[src/rtl/core/cpp_pkg.sv]
// ----------------------------------------------------------------------------
// cpp_pkg
// Shared types and constants for the command packet parser: parse phases,
// reply kinds, register indexes, configuration and reply word layouts.
// ----------------------------------------------------------------------------
package cpp_pkg;

  localparam int unsigned BYTE_W     = 8;
  localparam int unsigned CFG_IDX_W  = 3;
  localparam int unsigned WAIT_W     = 32;
  // payload bytes that the decoder looks at; later bytes are counted only
  localparam int unsigned HEAD_BYTES = 4;
  localparam int unsigned HEAD_IDX_W = 2;

  // register indexes on the configuration port
  localparam logic [CFG_IDX_W-1:0] REG_START_CODE    = 3'd0;
  localparam logic [CFG_IDX_W-1:0] REG_OWN_ADDRESS   = 3'd1;
  localparam logic [CFG_IDX_W-1:0] REG_PING_CODE     = 3'd2;
  localparam logic [CFG_IDX_W-1:0] REG_POSITION_CODE = 3'd3;
  localparam logic [CFG_IDX_W-1:0] REG_RESET_CODE    = 3'd4;

  // register reset values
  localparam logic [BYTE_W-1:0] RST_START_CODE    = 8'd1;
  localparam logic [BYTE_W-1:0] RST_OWN_ADDRESS   = 8'd2;
  localparam logic [BYTE_W-1:0] RST_PING_CODE     = 8'd1;
  localparam logic [BYTE_W-1:0] RST_POSITION_CODE = 8'd2;
  localparam logic [BYTE_W-1:0] RST_RESET_CODE    = 8'd3;

  typedef enum logic [4:0] {
    PH_HUNT    = 5'b00001,
    PH_ADDR    = 5'b00010,
    PH_CMD     = 5'b00100,
    PH_LEN     = 5'b01000,
    PH_PAYLOAD = 5'b10000
  } phase_t;

  typedef enum logic [1:0] {
    KIND_PING  = 2'd0,
    KIND_POS   = 2'd1,
    KIND_RESET = 2'd2
  } kind_t;

  typedef struct packed {
    logic [BYTE_W-1:0] start_code;
    logic [BYTE_W-1:0] own_address;
    logic [BYTE_W-1:0] ping_code;
    logic [BYTE_W-1:0] position_code;
    logic [BYTE_W-1:0] reset_code;
  } cfg_t;

  typedef struct packed {
    logic [1:0]        response_kind;
    logic [BYTE_W-1:0] reply_sequence;
    logic [BYTE_W-1:0] reply_position;
    logic [BYTE_W-1:0] reply_depth;
    logic [WAIT_W-1:0] restart_delay;
    logic              reply_status;
  } resp_t;

endpackage

[src/rtl/core/cpp_cfg_regs.sv]
// ----------------------------------------------------------------------------
// cpp_cfg_regs
// Configuration register file: start code, own address and command codes.
// ----------------------------------------------------------------------------
module cpp_cfg_regs
  import cpp_pkg::*;
(
  input  logic                 clk,
  input  logic                 rst_n,
  input  logic                 cfg_we,
  input  logic [CFG_IDX_W-1:0] cfg_index,
  input  logic [BYTE_W-1:0]    cfg_data,
  output cfg_t                 cfg
);

  cfg_t cfg_r;
  cfg_t cfg_nxt;

  always_comb begin
    cfg_nxt = cfg_r;
    if (cfg_we) begin
      unique case (cfg_index)
        REG_START_CODE:    cfg_nxt.start_code    = cfg_data;
        REG_OWN_ADDRESS:   cfg_nxt.own_address   = cfg_data;
        REG_PING_CODE:     cfg_nxt.ping_code     = cfg_data;
        REG_POSITION_CODE: cfg_nxt.position_code = cfg_data;
        REG_RESET_CODE:    cfg_nxt.reset_code    = cfg_data;
        default:           cfg_nxt = cfg_r; // unused index: drop the write
      endcase
    end
  end

  always_ff @(posedge clk) begin
    if (!rst_n) begin
      cfg_r.start_code    <= RST_START_CODE;
      cfg_r.own_address   <= RST_OWN_ADDRESS;
      cfg_r.ping_code     <= RST_PING_CODE;
      cfg_r.position_code <= RST_POSITION_CODE;
      cfg_r.reset_code    <= RST_RESET_CODE;
    end else begin
      cfg_r <= cfg_nxt;
    end
  end

  assign cfg = cfg_r;

endmodule

[src/rtl/core/cpp_in_stage.sv]
// ----------------------------------------------------------------------------
// cpp_in_stage
// Input register: holds one received byte until the parser consumes it.
// ----------------------------------------------------------------------------
module cpp_in_stage
  import cpp_pkg::*;
(
  input  logic              clk,
  input  logic              rst_n,
  input  logic              in_valid,
  output logic              in_ready,
  input  logic [BYTE_W-1:0] in_rx_byte,
  input  logic              advance,
  output logic              stage_valid,
  output logic [BYTE_W-1:0] stage_byte
);

  logic              valid_r;
  logic              valid_nxt;
  logic [BYTE_W-1:0] byte_r;
  logic              load;

  // take a new byte when the stage is empty or drains this cycle
  assign in_ready = !valid_r || advance;
  assign load     = in_valid && in_ready;

  always_comb begin
    if (load) begin
      valid_nxt = 1'b1;
    end else if (advance) begin
      valid_nxt = 1'b0;
    end else begin
      valid_nxt = valid_r;
    end
  end

  always_ff @(posedge clk) begin
    if (!rst_n) begin
      valid_r <= 1'b0;
    end else begin
      valid_r <= valid_nxt;
    end
  end

  always_ff @(posedge clk) begin
    if (load) begin
      byte_r <= in_rx_byte;
    end
  end

  assign stage_valid = valid_r;
  assign stage_byte  = byte_r;

endmodule

[src/rtl/core/cpp_parser.sv]
// ----------------------------------------------------------------------------
// cpp_parser
// Packet framing state machine, payload head store and reply decode.
// One staged byte is consumed per step.
// ----------------------------------------------------------------------------
module cpp_parser
  import cpp_pkg::*;
(
  input  logic              clk,
  input  logic              rst_n,
  input  cfg_t              cfg,
  input  logic              step,
  input  logic [BYTE_W-1:0] rx_byte,
  output logic              res_valid,
  output resp_t             res
);

  phase_t            phase_r, phase_nxt;
  kind_t             cmd_r, cmd_nxt;
  logic [BYTE_W-1:0] len_r, len_nxt;
  logic [BYTE_W-1:0] taken_r, taken_nxt;
  logic [BYTE_W-1:0] pos_r, pos_nxt;
  logic [BYTE_W-1:0] depth_r, depth_nxt;
  logic [BYTE_W-1:0] head_r [HEAD_BYTES];
  logic [BYTE_W-1:0] head_view [HEAD_BYTES];
  logic              head_we;
  logic [BYTE_W-1:0] taken_inc;
  logic              done;

  // the current payload byte lands in the store before the reply is decoded
  assign head_we   = (phase_r == PH_PAYLOAD) && (taken_r < BYTE_W'(HEAD_BYTES));
  assign taken_inc = taken_r + 8'd1;
  assign done      = (phase_r == PH_PAYLOAD) && !(taken_inc < len_r);

  always_comb begin
    for (int i = 0; i < HEAD_BYTES; i++) begin
      head_view[i] = (head_we && (taken_r[HEAD_IDX_W-1:0] == HEAD_IDX_W'(i))) ?
                     rx_byte : head_r[i];
    end
  end

  always_comb begin
    phase_nxt = phase_r;
    cmd_nxt   = cmd_r;
    len_nxt   = len_r;
    taken_nxt = taken_r;
    pos_nxt   = pos_r;
    depth_nxt = depth_r;
    res       = '0;
    res_valid = 1'b0;

    unique case (phase_r)
      PH_HUNT: begin
        if (rx_byte == cfg.start_code) begin
          phase_nxt = PH_ADDR;
        end
      end
      PH_ADDR: begin
        phase_nxt = (rx_byte == cfg.own_address) ? PH_CMD : PH_HUNT;
      end
      PH_CMD: begin
        // equal codes: ping beats position, position beats reset
        priority if (rx_byte == cfg.ping_code) begin
          cmd_nxt   = KIND_PING;
          phase_nxt = PH_LEN;
        end else if (rx_byte == cfg.position_code) begin
          cmd_nxt   = KIND_POS;
          phase_nxt = PH_LEN;
        end else if (rx_byte == cfg.reset_code) begin
          cmd_nxt   = KIND_RESET;
          phase_nxt = PH_LEN;
        end else begin
          phase_nxt = PH_HUNT;
          taken_nxt = '0;
        end
      end
      PH_LEN: begin
        len_nxt   = rx_byte;
        taken_nxt = '0;
        phase_nxt = (rx_byte == '0) ? PH_HUNT : PH_PAYLOAD;
      end
      PH_PAYLOAD: begin
        taken_nxt = taken_inc;
        if (done) begin
          res_valid          = 1'b1;
          res.response_kind  = cmd_r;
          res.reply_status   = 1'b0;
          unique case (cmd_r)
            KIND_POS: begin
              pos_nxt            = head_view[0];
              depth_nxt          = head_view[1];
              res.reply_sequence = head_view[2] + 8'd1;
            end
            KIND_RESET: begin
              res.restart_delay = {head_view[0], head_view[1],
                                   head_view[2], head_view[3]};
            end
            default: begin
              res.reply_sequence = head_view[1] + 8'd1;
            end
          endcase
          res.reply_position = pos_nxt;
          res.reply_depth    = depth_nxt;
          phase_nxt = PH_HUNT;
          taken_nxt = '0;
          len_nxt   = '0;
        end
      end
      default: begin
        phase_nxt = PH_HUNT;
        taken_nxt = '0;
      end
    endcase
  end

  always_ff @(posedge clk) begin
    if (!rst_n) begin
      phase_r <= PH_HUNT;
      cmd_r   <= KIND_PING;
      len_r   <= '0;
      taken_r <= '0;
      pos_r   <= '0;
      depth_r <= '0;
      for (int i = 0; i < HEAD_BYTES; i++) begin
        head_r[i] <= '0;
      end
    end else if (step) begin
      phase_r <= phase_nxt;
      cmd_r   <= cmd_nxt;
      len_r   <= len_nxt;
      taken_r <= taken_nxt;
      pos_r   <= pos_nxt;
      depth_r <= depth_nxt;
      for (int i = 0; i < HEAD_BYTES; i++) begin
        head_r[i] <= head_view[i];
      end
    end
  end

  // inside a payload the count stays below the announced length
  a_taken_below_len: assert property (@(posedge clk) disable iff (!rst_n)
    (phase_r == PH_PAYLOAD) |-> (taken_r < len_r))
    else $error("payload count reached length without closing the packet");

  // a closing step returns to hunting with a cleared count
  a_close_rehunt: assert property (@(posedge clk) disable iff (!rst_n)
    (step && res_valid) |=> (phase_r == PH_HUNT) && (taken_r == '0) && (len_r == '0))
    else $error("parser did not return to hunting after a reply");

  // state only moves on a consumed byte
  a_hold_idle: assert property (@(posedge clk) disable iff (!rst_n)
    !step |=> $stable(phase_r) && $stable(taken_r) && $stable(pos_r))
    else $error("parser state changed without a byte");

endmodule

[src/rtl/core/cpp_out_reg.sv]
// ----------------------------------------------------------------------------
// cpp_out_reg
// Result register: holds one reply word until the consumer takes it.
// ----------------------------------------------------------------------------
module cpp_out_reg
  import cpp_pkg::*;
(
  input  logic  clk,
  input  logic  rst_n,
  input  logic  load,
  input  resp_t res,
  input  logic  out_ready,
  output logic  out_valid,
  output logic  free,
  output resp_t out_word
);

  logic  valid_r;
  logic  valid_nxt;
  resp_t word_r;

  // free when empty or being taken this cycle
  assign free = !valid_r || out_ready;

  always_comb begin
    if (load) begin
      valid_nxt = 1'b1;
    end else if (out_ready) begin
      valid_nxt = 1'b0;
    end else begin
      valid_nxt = valid_r;
    end
  end

  always_ff @(posedge clk) begin
    if (!rst_n) begin
      valid_r <= 1'b0;
    end else begin
      valid_r <= valid_nxt;
    end
  end

  always_ff @(posedge clk) begin
    if (load) begin
      word_r <= res;
    end
  end

  assign out_valid = valid_r;
  assign out_word  = word_r;

endmodule

[src/rtl/core/command_packet_parser_top.sv]
// ----------------------------------------------------------------------------
// command_packet_parser_top
// Frames command packets from a received byte stream and emits one decoded
// reply word per complete packet (ping, set position or delayed reset).
// ----------------------------------------------------------------------------
//
//  channel | direction | handshake           | payload
//  --------+-----------+---------------------+---------------------------------
//  in_     | in        | in_valid / in_ready | rx_byte (8)
//  out_    | out       | out_valid/out_ready | kind, sequence, position, depth,
//          |           |                     | restart_delay, reply_status
//  cfg_    | in        | cfg_we (no wait)    | cfg_index (3), cfg_data (8)
//
//  One byte per cycle sustained while the reply word is not stalled. An
//  accepted byte waits in the input register until the parser consumes it;
//  a closing byte's reply loads the result register, which raises out_valid.
//  Reset (rst_n low, synchronous) restores the register defaults and clears
//  the parser, the payload store and the stored position and depth.
//  A stalled reply word holds the parser and the input register; in_ready
//  then drops once the input register is full.
// ----------------------------------------------------------------------------
module command_packet_parser_top
  import cpp_pkg::*;
(
  input  logic                 clk,
  input  logic                 rst_n,
  // received bytes
  input  logic                 in_valid,
  output logic                 in_ready,
  input  logic [BYTE_W-1:0]    in_rx_byte,
  // reply words
  output logic                 out_valid,
  input  logic                 out_ready,
  output logic [1:0]           out_response_kind,
  output logic [BYTE_W-1:0]    out_reply_sequence,
  output logic [BYTE_W-1:0]    out_reply_position,
  output logic [BYTE_W-1:0]    out_reply_depth,
  output logic [WAIT_W-1:0]    out_restart_delay,
  output logic                 out_reply_status,
  // configuration writes
  input  logic                 cfg_we,
  input  logic [CFG_IDX_W-1:0] cfg_index,
  input  logic [BYTE_W-1:0]    cfg_data
);

  cfg_t              cfg;
  logic              advance;
  logic              closes;
  logic              stage_valid;
  logic [BYTE_W-1:0] stage_byte;
  logic              out_free;
  resp_t             res;
  resp_t             out_word;

  cpp_cfg_regs u_cfg (
    .clk       (clk),
    .rst_n     (rst_n),
    .cfg_we    (cfg_we),
    .cfg_index (cfg_index),
    .cfg_data  (cfg_data),
    .cfg       (cfg)
  );

  // advance the staged byte whenever the result register can take a word;
  // every byte yields at most one reply, so that is the only condition
  assign advance = stage_valid && out_free;

  cpp_in_stage u_in (
    .clk         (clk),
    .rst_n       (rst_n),
    .in_valid    (in_valid),
    .in_ready    (in_ready),
    .in_rx_byte  (in_rx_byte),
    .advance     (advance),
    .stage_valid (stage_valid),
    .stage_byte  (stage_byte)
  );

  cpp_parser u_parser (
    .clk       (clk),
    .rst_n     (rst_n),
    .cfg       (cfg),
    .step      (advance),
    .rx_byte   (stage_byte),
    .res_valid (closes),
    .res       (res)
  );

  // load a reply only for a consumed byte that closes a packet
  cpp_out_reg u_out (
    .clk       (clk),
    .rst_n     (rst_n),
    .load      (advance && closes),
    .res       (res),
    .out_ready (out_ready),
    .out_valid (out_valid),
    .free      (out_free),
    .out_word  (out_word)
  );

  assign out_response_kind  = out_word.response_kind;
  assign out_reply_sequence = out_word.reply_sequence;
  assign out_reply_position = out_word.reply_position;
  assign out_reply_depth    = out_word.reply_depth;
  assign out_restart_delay  = out_word.restart_delay;
  assign out_reply_status   = out_word.reply_status;

  // a staged byte that cannot advance is kept, not lost
  a_stage_held: assert property (@(posedge clk) disable iff (!rst_n)
    (stage_valid && !advance) |=> stage_valid && $stable(stage_byte))
    else $error("staged byte dropped while the result register was full");

  // only reset replies carry a wait time
  a_wait_only_reset: assert property (@(posedge clk) disable iff (!rst_n)
    (out_valid && (out_response_kind != KIND_RESET)) |-> (out_restart_delay == '0))
    else $error("wait time on a non-reset reply");

  // reset replies carry no sequence
  a_reset_no_seq: assert property (@(posedge clk) disable iff (!rst_n)
    (out_valid && (out_response_kind == KIND_RESET)) |-> (out_reply_sequence == '0))
    else $error("sequence on a reset reply");

endmodule
[config.mk]
export PLATFORM = sky130hd
export DESIGN_NAME = command_packet_parser_top
export DESIGN_NICKNAME = d
export VERILOG_FILES = /design/src/rtl/core/cpp_pkg.sv /design/src/rtl/core/cpp_cfg_regs.sv /design/src/rtl/core/cpp_in_stage.sv /design/src/rtl/core/cpp_parser.sv /design/src/rtl/core/cpp_out_reg.sv /design/src/rtl/core/command_packet_parser_top.sv
export SDC_FILE = /design/constraint.sdc
export NUM_CORES = 1
export LEC_CHECK = 0
export BUFFER_PORTS_ARGS = -buffer_cell sky130_fd_sc_hd__buf_2
export CAP_MARGIN = 20
export CORE_ASPECT_RATIO = 1.75
export CORE_MARGIN = 4
export CORE_UTILIZATION = 45
export CTS_CLUSTER_DIAMETER = 60
export DETAILED_ROUTE_END_ITERATION = 10
export PLACE_DENSITY = 0.74
export SLEW_MARGIN = 20
export SYNTH_ARGS = -nofsm -noshare
export SYNTH_HDL_FRONTEND = slang
export SYNTH_SLANG_ARGS = --single-unit
[constraint.sdc]
create_clock -name clk -period 4.8 [get_ports clk]
set_input_delay 0.48 -clock clk [delete_from_list [all_inputs] [get_ports clk]]
set_output_delay 0.48 -clock clk [all_outputs]
set_load 0.02 [all_outputs]
# Word level (Yosys, flattened, before mapping)
# Memory sizes are Yosys's and may differ from the RTL's.
# Index checks and enable logic that the tools add are counted.
[totals] register_bits=148 mem_bits_rw=32 in_bits=24 out_inout_bits=61 elab_cells=128 mem_count=1
[memory_table] name="u_parser.head_r" words=4 width=8 read_ports=4 rd_ports_with_merged_regs=0 wr=4 line_no="cpp_parser.sv:24" rtl="logic [BYTE_W-1:0] head_r [HEAD_BYTES];"
[op_classes] n_addsub=3 order_cmp=2 eq_ne=24 muxes=39 n_bitwise=5 n_reduce_logical=34
[op_table] op="$mux 8" count=15
[op_table] op="$eq 8x8->1" count=5
[op_table] op="$pmux 8 s2" count=2
[op_table] op="$mux 5" count=5
[op_table] op="$pmux 5 s5" count=1
[op_table] op="$add 8x1->8 const B" count=3
[op_table] op="$pmux 8 s3" count=1
[op_table] op="$reduce_and 3->1" count=5
[op_table] op="$reduce_and 2->1" count=6
[op_table] op="$mux 1" count=10
[op_table] op="$logic_and 1x1->1" count=9
[op_table] op="$logic_not 8->1" count=1
[op_table] op="$lt 8x3->1 const B" count=1
[op_table] op="$lt 8x8->1" count=1
[op_table] op="$eq 2x2->1 const B" count=3
[op_table] op="$eq 3x2->1 const B" count=2
[op_table] op="$mux 2" count=3
[op_table] op="$ne 2x2->1 const B" count=3
[op_table] op="$reduce_bool 2->1" count=3
[op_table] op="$eq 5x1->1 const B" count=1
[op_table] op="$eq 5x2->1 const B" count=1
[op_table] op="$eq 5x3->1 const B" count=1
[op_table] op="$eq 5x4->1 const B" count=1
[op_table] op="$eq 5x5->1 const B" count=1
[op_table] op="15 further kinds" count=23

# Logic depth before layout (Yosys ltp)
[logic_depth] word_depth=8 depth_mapped=13

# Hierarchy
# Synthesis repeated with hierarchy kept, for this count alone.
[unflattened] cells_unflattened=775 hier_area_um2=8449.4
[modules_own_cells] module="cpp_parser" n_inst=1 cells_each=551 area_per_inst_um2=4803.4 seq_area_each_um2=1741.7
[modules_own_cells] module="cpp_out_reg" n_inst=1 cells_each=63 area_per_inst_um2=1820.5 seq_area_each_um2=1791.7
[modules_own_cells] module="cpp_cfg_regs" n_inst=1 cells_each=146 area_per_inst_um2=1515.2 seq_area_each_um2=800.8
[modules_own_cells] module="cpp_in_stage" n_inst=1 cells_each=13 area_per_inst_um2=297.8 seq_area_each_um2=260.2
[modules_own_cells] module="command_packet_parser_top" n_inst=1 cells_each=2 area_per_inst_um2=12.5 seq_area_each_um2=0.0

# Worst setup path after synthesis
# No wires, ideal clock.
[synth_path] path_type="reg-to-reg" startpoint="reg u_parser.taken_r[0]" endpoint="reg u_out.word_r (netlist bit u_out.out_word[10]) (enable)" t_arrival_ps=4481 slack_ps=-156 path_stages_with_launch=11 path_buffers=1 period_less_slack_ps=4956 cell_sequence="dfxtp_1 ha_1 nand3_1 nor2_1 xor2_1 ha_1 nand4_1 o31a_1 nand2b_1 buf_2 nor2_1"
[synth_between] elab_chain_cells=7
[synth_lines] element="from (decl)" line_no="cpp_parser.sv:21" rtl="logic [BYTE_W-1:0] taken_r, taken_nxt;"
[synth_lines] element="from (signal assigned)" line_no="cpp_parser.sv:131" rtl="taken_r <= taken_nxt;"
[synth_lines] element="$add 8x1->8" line_no="cpp_parser.sv:32" rtl="assign taken_inc = taken_r + 8'd1;"
[synth_lines] element="$lt 8x8->1" line_no="cpp_parser.sv:33" rtl="assign done = (phase_r == PH_PAYLOAD) && !(taken_inc < len_r);"
[synth_lines] element="$logic_not 1->1" line_no="cpp_parser.sv:33"
[synth_lines] element="$logic_and 1x1->1" line_no="cpp_parser.sv:33"
[synth_lines] element="$mux 1" line_no="cpp_parser.sv:84" rtl="if (done) begin"
[synth_lines] element="$mux 1" line_no="cpp_parser.sv:52" rtl="unique case (phase_r)"
[synth_lines] element="$logic_and 1x1->1" line_no="command_packet_parser_top.sv:93" rtl=".load (advance && closes),"
[synth_lines] element="via u_out.load" line_no="cpp_out_reg.sv:10" rtl="input logic load,"
[synth_lines] element="to (signal assigned)" line_no="cpp_out_reg.sv:45" rtl="word_r <= res;"
[synth_lines] element="to (decl)" line_no="cpp_out_reg.sv:20" rtl="resp_t word_r;"
# The timed path passes the listed nets, and every way through them passes these cells.
# A chain may end at the register's enable or synchronous reset.

# Worst setup path after layout
[layout_path] startpoint="reg u_parser.taken_r[0]" endpoint="reg u_out.word_r (netlist bit u_out.out_word[6]) (data pin)"
[layout_between] elab_chain_cells=5
[layout_lines] element="$add 8x1->8" line_no="cpp_parser.sv:32"
[layout_lines] element="$lt 8x8->1" line_no="cpp_parser.sv:33"
[layout_lines] element="$logic_not 1->1" line_no="cpp_parser.sv:33"
[layout_lines] element="$logic_and 1x1->1" line_no="cpp_parser.sv:33"
[layout_lines] element="$reduce_and 3->1 (no line)"
# Parallel ways exist; a longest one is shown, timed or not.

==> impl_metrics.yaml <==
synthesis:
  ys_types: 56
  seq_area_frac_synth_pct: 55.7
  synth_edf_count: 98
  ys_ff_latch: 179
  syn-num-nets: 839
  netlist_area_sq_um: 8190
  ys_async_sr_fraction_pct: 0
  avgSynthCellArea_sq_um: 10.2
  yosysWarnings: 0
  syn_inst: 803
  synthFlopType: "edfxtp_1"
power:
  switchingPower_mw: 0.799
  swShare_pct: 25.1
  pwr-share-seq_pct: 53.1
  intPower_mw: 2.38
  power.share.clock_pct: 42.7
  power.density_nw_per_um2: 340
  ir_drop_mv: 0.236
  p_total_mw: 3.18
  combPwrFrac_pct: 4.2
  leakagePower_nw: 3.34
cells_and_area:
  n_fill_cell: 1590
  final_nets: 900
  diodes: 0
  final_cell_count_no_fill: 1111
  multi_input_area_sq_um: 3370
  syn2layout_area_growth_pct: 14.4
  drive_gt1_share_pct: 15.7
  regArea_sq_um: 4560
detailed_routing:
  first_pass_iters: 5
  ant_nets: 0
  routed_wl_um: 19300
  viasPerCell: 5.49
  drt-initial-drc-count: 384
  drcViolationCount: 0
  drt-wirelength-per-cell_um: 17.4
  vias: 6103
grt:
  grt_pass1_wl_um: 31200
  antenna_found_initial: 0
  grt_pass1_vias: 6049
  grt_use_total_pct: 19.7
  grt.overflow.total: 0
  grt_max_degree: 44
timing:
  holdWs_ns: 0.212
  setup_viol_count_final: 0
  rsz0062_at_grt: "no"
  tightest_slew_ns: 0.997
  relSlewSlack_pct: 33.1
  skew_ns: 0.0125
  post-route-period-util_pct: 79.9
  max_freq_mhz: 261
  final_hold_viol_count: 0
  period_needed_ns: 3.84
  setup_tns_ns: 0
  drv_slew: 0
place:
  dp_cells: 1079
  dp_hpwl_um: 13200
  gp_congestion: 0.922
  io_buffers: 83
floorplanning:
  die_area_sq_um: 20500
  core_sq_um: 18000
  row_count: 65
  initial_core_util_pct: 45.6
  ios: 85
  die_h_um: 186
  fp.dieW_um: 110
critical_path:
  cp.required_ns: 4.97
  critPathLaunchType: "flip-flop"
  arrival_ns: 4.01
  worstSetupEndpointType: "flip-flop"
  path_class: "reg -> reg"
  critPathMaxFanout: 32
clock_tree:
  ctsHoldBuffers: 0
  cts.path.max_buffers: 2
  cts_tree: "built"
  path_clk_slew_ns: 0.08
  cts_made_buffers: 17
  clkSinkCount: 179
  cts_setup_buffers: 0
  cts_root_buf: "clkbuf_16"
  cts_resized: 0
  h-tree-depth: 4
  clock_latency_ns: 0.44
worst_hold_path:
  hold_class: "in -> reg"
flow_run:
  max_cap_violations: 0
outcome:
  outcome: "finished clean"
==> through the flow <==
stage,utilization [%],area (sq um),worst slack (ns)
2_1_floorplan,-,8190,0.835
3_3_place_gp,48.8,8770,1.10
3_5_place_dp,48.8,8770,0.965
4_1_cts,52.1,9360,0.946
5_1_grt,52.1,9360,0.633
6_report,52.1,9360,0.963
==> power groups by stage <==
stage,Sequential (mW),Combinational [mW],Clock [mW]
2_1_floorplan,1.68,0.109,0
3_3_place_gp,1.72,0.130,0
3_5_place_dp,1.73,0.132,0
4_1_cts,1.69,0.133,1.38
5_1_grt,1.69,0.147,1.45
6_report,1.69,0.133,1.36
==> placed cells by master, fill, tap and decap left out, types with 3 or more instances in the layout <==
| cell | synthesis | final |
|---|---|---|
| nand2_1 | 104 | 104 |
| nor2b_1 | 5 | 4 |
| and3b_1 | 3 | 3 |
| buf_4 | 1 | 9 |
| or3_1 | 8 | 8 |
| nor2_1 | 123 | 122 |
| nand3_1 | 20 | 20 |
| dfxtp_1 | 81 | 81 |
| nor4_1 | 9 | 9 |
| xnor2_1 | 15 | 15 |
| and2_1 | 6 | 6 |
| xor2_1 | 36 | 36 |
| a32o_1 | 9 | 9 |
| ha_1 | 12 | 12 |
| clkbuf_16 | 0 | 17 |
| mux2i_1 | 33 | 33 |
| a21oi_1 | 53 | 53 |
| a211oi_1 | 33 | 33 |
| edfxtp_1 | 98 | 98 |
| and4_1 | 3 | 3 |
| and3_1 | 5 | 5 |
| o21ai_0 | 12 | 12 |
| clkinv_8 | 0 | 3 |
| buf_2 | 10 | 83 |
| inv_8 | 0 | 5 |
| o221a_2 | 3 | 3 |
| nor3_1 | 4 | 4 |
| nand4_1 | 15 | 15 |
| nand2b_1 | 7 | 7 |
| inv_1 | 17 | 16 |
| clkinv_4 | 0 | 4 |
| or4b_1 | 4 | 4 |
| or4_1 | 3 | 3 |
==> final timing paths <==
check                                   start  slack (ns)                         endpoint  depth (start not counted)
min                             in_rx_byte[6]        0.21     u_in.stage_byte[6]$_DFFE_PP_                          1
max          u_parser.taken_r[0]$_SDFFE_PN0P_        0.96  u_out.out_word[6]$_SDFFCE_PN0P_                         12
min reg2reg        u_cfg.cfg[37]$_SDFFE_PN0P_        0.47       u_cfg.cfg[37]$_SDFFE_PN0P_                          2
max reg2reg  u_parser.taken_r[0]$_SDFFE_PN0P_        0.96  u_out.out_word[6]$_SDFFCE_PN0P_                         12
==> metal layers <==
layer | vias to the layer above | track usage [%] | share of wire, %
li1 | 2978 | - | -
met1 | 2897 | 22.7 | 39
met2 | 174 | 35.2 | 54
met3 | 54 | 3.05 | 4.4
met4 | 0 | 8.40 | 3.3
met5 | - | 0 | 0
==> area by class of cell <==
| class | instances | share of cell area (%) |
|---|---|---|
| timing repair buffer | 92 | 5.16 |
| clock buffer | 18 | 4.58 |
| multi-input combinational | 557 | 36.0 |
| sequential | 179 | 48.7 |
| clock inverter | 14 | 1.68 |
| inverter | 17 | 0.681 |
| tap | 234 | 3.13 |
==> Yosys cell counts, types with 2 or more instances <==
| cell | n | area (sq um) |
|---|---|---|
| o221ai_1 | 2 | 17.5 |
| inv_1 | 17 | 63.8 |
| xnor2_1 | 15 | 131 |
| nor2b_1 | 5 | 31.3 |
| a21oi_1 | 53 | 265 |
| buf_1 | 4 | 15.0 |
| mux2_2 | 2 | 22.5 |
| nand2_1 | 104 | 390 |
| dfxtp_1 | 81 | 1620 |
| mux2i_1 | 33 | 330 |
| o21ai_0 | 12 | 60.1 |
| xor2_1 | 36 | 315 |
| clkbuf_1 | 34 | 128 |
| a31oi_1 | 2 | 12.5 |
| buf_2 | 10 | 50.1 |
| a32o_1 | 9 | 90.1 |
| nand3_1 | 20 | 100 |
| nor3_1 | 4 | 20.0 |
| a21o_1 | 2 | 15.0 |
| and3b_1 | 3 | 26.3 |
| nand4_1 | 15 | 93.8 |
| nand3b_1 | 2 | 15.0 |
| o21a_1 | 2 | 15.0 |
| a41o_1 | 2 | 20.0 |
| and4_1 | 3 | 26.3 |
| nor4_1 | 9 | 56.3 |
| o221a_2 | 3 | 33.8 |
| or3_1 | 8 | 50.1 |
| and3_1 | 5 | 31.3 |
| and2_1 | 6 | 37.5 |
| nand2b_1 | 7 | 43.8 |
| a211oi_1 | 33 | 248 |
| ha_1 | 12 | 150 |
| edfxtp_1 | 98 | 2940 |
| a32oi_1 | 2 | 17.5 |
| nor2_1 | 123 | 462 |
| or4b_1 | 4 | 40.0 |
| or4_1 | 3 | 22.5 |
==> critical path, stage by stage, from the launching register on <==
cell and delay [ns]:
dfxtp_1 0.45, ha_1 0.30, nand3_1 0.15, nor2_1 0.16, xor2_1 0.19, ha_1 0.28
a41o_1 0.22, a21oi_1 0.16, o31a_1 0.26, nand2b_1 0.74, nand2b_1 0.20, buf_4 0.35
nor2_1 0.09
==> kinds of logic after synthesis <==
family          count (synthesis)  share of synthesized area, %
simple gates                  328                          18.6
xor+xnor                       51                          5.46
mux                            35                          4.31
fa+ha+maj                      12                          1.83
buf+inv                        67                          3.36
compound gates                130                          10.6
other cells                     1                        0.0458
flops                         179                          55.7
==> sequential cells by signal, indices dropped and copies added (netlist names) <==
| signal | cells |
|---|---|
| u_in.stage_valid | 1 |
| u_out.out_word | 58 |
| u_parser.taken_r | 8 |
| u_parser.depth_r | 8 |
| u_parser.cmd_r | 2 |
| u_parser.len_r | 8 |
| u_parser.head_r | 32 |
| u_parser.pos_r | 8 |
| u_cfg.cfg | 40 |
| u_in.stage_byte | 8 |
| u_out.out_valid | 1 |
| u_parser.phase_r | 5 |
Power figures use the tool's default switching activity.
